[src/rtl/core/gha_ram.sv]
module gha_ram #(
    parameter int WIDTH = 8,
    parameter int DEPTH = 16
) (
    input  logic                     i_clk,
    input  logic                     i_we,
    input  logic [$clog2(DEPTH)-1:0] i_waddr,
    input  logic [WIDTH-1:0]         i_wdata,
    input  logic [$clog2(DEPTH)-1:0] i_raddr,
    output logic [WIDTH-1:0]         o_rdata
);

    logic [WIDTH-1:0] r_mem [DEPTH];
    logic [WIDTH-1:0] r_rdata;

    always_ff @(posedge i_clk) begin
        if (i_we) begin
            r_mem[i_waddr] <= i_wdata;
        end
        r_rdata <= r_mem[i_raddr];
    end

    assign o_rdata = r_rdata;

endmodule

[config.mk]
export PLATFORM = sky130hd
export DESIGN_NAME = gha_ram
export DESIGN_NICKNAME = d
export VERILOG_FILES = /design/src/rtl/core/gha_ram.sv
export SDC_FILE = /design/constraint.sdc
export NUM_CORES = 1
export LEC_CHECK = 0
export ABC_CLOCK_PERIOD_IN_PS = 2300
export BUFFER_PORTS_ARGS = -buffer_cell sky130_fd_sc_hd__buf_4
export CAP_MARGIN = 5
export CORE_MARGIN = 2
export CORE_UTILIZATION = 60
export CTS_CLUSTER_DIAMETER = 120
export CTS_CLUSTER_SIZE = 40
export DETAILED_ROUTE_END_ITERATION = 10
export PLACE_DENSITY = 0.9
export SLEW_MARGIN = 20
export SYNTH_ARGS = -nofsm -noshare
export SYNTH_HDL_FRONTEND = slang
export SYNTH_SLANG_ARGS = --single-unit
[constraint.sdc]
create_clock -name i_clk -period 2.3 [get_ports i_clk]
set_input_delay 0.46 -clock i_clk [delete_from_list [all_inputs] [get_ports i_clk]]
set_output_delay 0.46 -clock i_clk [all_outputs]
set_load 0.01 [all_outputs]
==> metrics.md <==
| Metric | Value |
|---|---|
| Startpoint Class | `input pin` |
| Avg WL per Cell | `between 20 and 30 um` |
| H-tree lvl count | `4` |
| Outcome | `completed` |
| Critical Path Sink Type | `flip-flop` |
| Post-CTS Setup Bufs | `0` |
| Largest net degree at the start of global routing | `33` |
| Residual DRC | `0` |
| Fin crit share | `roughly two thirds` |
| Area growth from synthesis to layout | `18.7%` |
| Die area | `just over 9000 um2` |
| Placement Rows | `33` |
| Hpwl dp | `a little under 6 mm` |
| VDD IR max | `between 600 and 700 uV` |
| Setup Viol. Count Final | `0` |
| Worst skew pair latency | `0.51 ns` |
| Synth warn | `0` |
| Post-CTS Resized | `0` |
| Cell Pwr Density | `around 930 nW/um2` |
| Maximum clock path buffer count | `2` |
| Min Hold Slack | `between 0.2 and 0.3 ns` |
| Number of synthesized flops with an enable pin | `around 130` |
| Die Height | `slightly below 100 um` |
| Post-synth cell types | `19` |
| Die X | `a little under 100 um` |
| Post-route ant nets | `0` |
| Worst Skew | `~0.0094 ns` |
| Via Count | `roughly 2500` |
| Post-synthesis instance area | `5150 um2` |
| GRT Overall Usage | `23.8%` |
| Max FO, Critical Path | `11` |
| CTS clk-pin slew, worst paths | `around 0.060 ns` |
| Hold Crit Class | `input pin to flip-flop` |
| Antenna diode instance count | `0` |
| Critical-path top delay cell | `mux4_2` |
| Fin crit period | `between 1.5 and 2 ns` |
| Final WL | `just over 10 mm` |
| First-pass GRT wire length | `between 15 and 20 mm` |
| Placer congestion estimate | `0.773` |
| Vias in the first global route | `around 2700` |
| Layout cells sized above 1 | `31.1%` |
| Layout fillers | `~450` |
| Max Cap Viol | `0` |
| TritonRoute pass-1 iters | `4` |
| Core area | `about 8300 um2` |
| Root Driver | `clkbuf_8` |
| Async SR Flop Fraction | `0%` |
| Hold_buf cts | `0` |
| FF+latch count, synth | `136` |
| Setup_tns | `0 ns` |
| Synth Flop Type | `edfxtp_1` |
| GR Overflow Total | `0` |
| Crit path DAT | `1.89 ns` |
| TritonCTS clock tree | `yes` |
| Initial core utilization | `between 60% and 70%` |
| CTS sink cnt | `136` |
| Critical Path Max Stage Delay | `approximately 0.55 ns` |
| RSZ-0062 raised after global routing | `no` |
| FMAX | `659 MHz` |
| Final hold violation count | `0` |
| Cells after Synth | `between 200 and 250` |
| DRC marker count from the first detailed-route iteration | `between 150 and 200` |
| Syn Nets | `around 250` |
| Slew at the pin closest to its max-slew limit | `0.570 ns` |
| Critical path type | `input pin to flip-flop` |
| CP Cell Sequence | `buf_4 > buf_4 > mux4_2 > a22oi_1 > nand2_1` |
| Average size of a mapped cell | `between 20 and 25 um2` |
| Sequential share of the synthesized area | `between 70% and 80%` |
| Nets | `between 300 and 400` |
| Leakage | `~2.1 nW` |
| DR vias/cell | `around 6.2` |
| Initial antenna violation count | `0` |
| CP required | `roughly 2.7 ns` |
| CTS buffer count | `17` |
| Slew Limit Headroom | `between 60% and 70%` |
| I/O Pins | `26` |
| Most Frequent Cell on Critical Path | `buf_4` |
| Final Max Tran Viols | `0` |
| Port Buffers | `25` |
-- registers in the layout, summed over array words and instances (netlist names) --
signal,flops
o_rdata,8
r_mem,128
-- power breakdown --
part           internal [mW]  switching (mW)  total [mW]  leakage [nW]
combinational          0.126           0.147       0.273         0.597
sequential              2.77          0.0208        2.79          1.22
clock                   1.70           0.935        2.63         0.286
total                   4.60            1.10        5.70          2.11
-- per-stage QoR --
step	worst slack (ns)	util (%)	std cells	area (um2)	power, mW
after floorplan	0.347	-	229	5150	2.98
after global routing	0.740	74.0	401	6110	5.86
after CTS	0.785	74.0	401	6110	5.74
final	0.782	74.0	401	6110	5.70
after global placement	0.377	67.0	369	5530	3.10
after detailed placement	0.311	67.0	369	5530	3.11
-- logic make-up after synthesis --
| group | count (synthesis) | share of synthesized area [%] |
|---|---|---|
| muxes | 32 | 15.0 |
| and+or+nand+nor | 35 | 3.18 |
| buffers and inverters | 10 | 1.68 |
| AOI/OAI and AO/OA | 16 | 2.33 |
| DFF | 136 | 77.8 |
-- worst paths after layout --
check	start	end	slack (ns)	cells after the start
max reg2reg	r_mem[9][7]	o_rdata[7]	0.87	3
min reg2reg	r_mem[12][6]	o_rdata[6]	0.69	3
min	i_wdata[3]	r_mem[3][3]	0.26	1
max	i_raddr[0]	o_rdata[7]	0.78	5
-- cells in the mapped netlist, types with 2 or more instances --
master / instances / share of area, %
mux4_2: 18 / 7.9
nor3_1: 4 / 0.39
a22oi_1: 16 / 2.3
nand2b_1: 2 / 0.24
buf_2: 3 / 0.29
mux4_1: 14 / 7.1
clkdlybuf4s25_2: 3 / 0.58
nand2_1: 9 / 0.66
dfxtp_1: 8 / 3.1
edfxtp_1: 128 / 75
nor2_1: 13 / 0.95
nand3b_1: 2 / 0.29
buf_6: 3 / 0.66
-- final cells by class --
cell class              instances  area [um2]  area share (%)
well taps                     105         131            2.15
flip-flops and latches        136        4000            65.5
repair buffers                 45         338            5.53
clock inverters                 9         123            2.01
clock buffers                  23         457            7.47
multi-input cells              83        1060            17.3
-- cells in the final DEF, fill, tap and decap left out, types with 2 or more instances in the layout --
| cell type | Yosys | layout |
|---|---|---|
| bufinv_16 | 0 | 3 |
| clkbuf_16 | 0 | 16 |
| clkbuf_1 | 0 | 4 |
| nor3_1 | 4 | 4 |
| edfxtp_1 | 128 | 128 |
| a22oi_1 | 16 | 16 |
| clkinv_2 | 0 | 5 |
| nand2_1 | 9 | 9 |
| mux4_1 | 14 | 14 |
| mux4_2 | 18 | 18 |
| clkbuf_8 | 0 | 3 |
| nand3b_1 | 2 | 2 |
| nor2_1 | 13 | 13 |
| buf_4 | 1 | 45 |
| dfxtp_1 | 8 | 8 |
| nand2b_1 | 2 | 2 |
-- layer usage --
layer | vias up | global-route usage [%] | wire (um)
met4 | 0 | 8.45 | 133
li1 | 1080 | - | -
met1 | 1279 | 31.6 | 4040
met5 | - | 0 | 0
met3 | 11 | 6.29 | 760
met2 | 123 | 38.6 | 5400
-- worst max-delay path, delay by kind of cell --
family,cells,cell delay (ns)
buf+inv,2,0.47
simple gates,1,0.13
compound gates,1,0.28
mux,1,0.55
No activity file was read; power rests on OpenSTA's default activity.
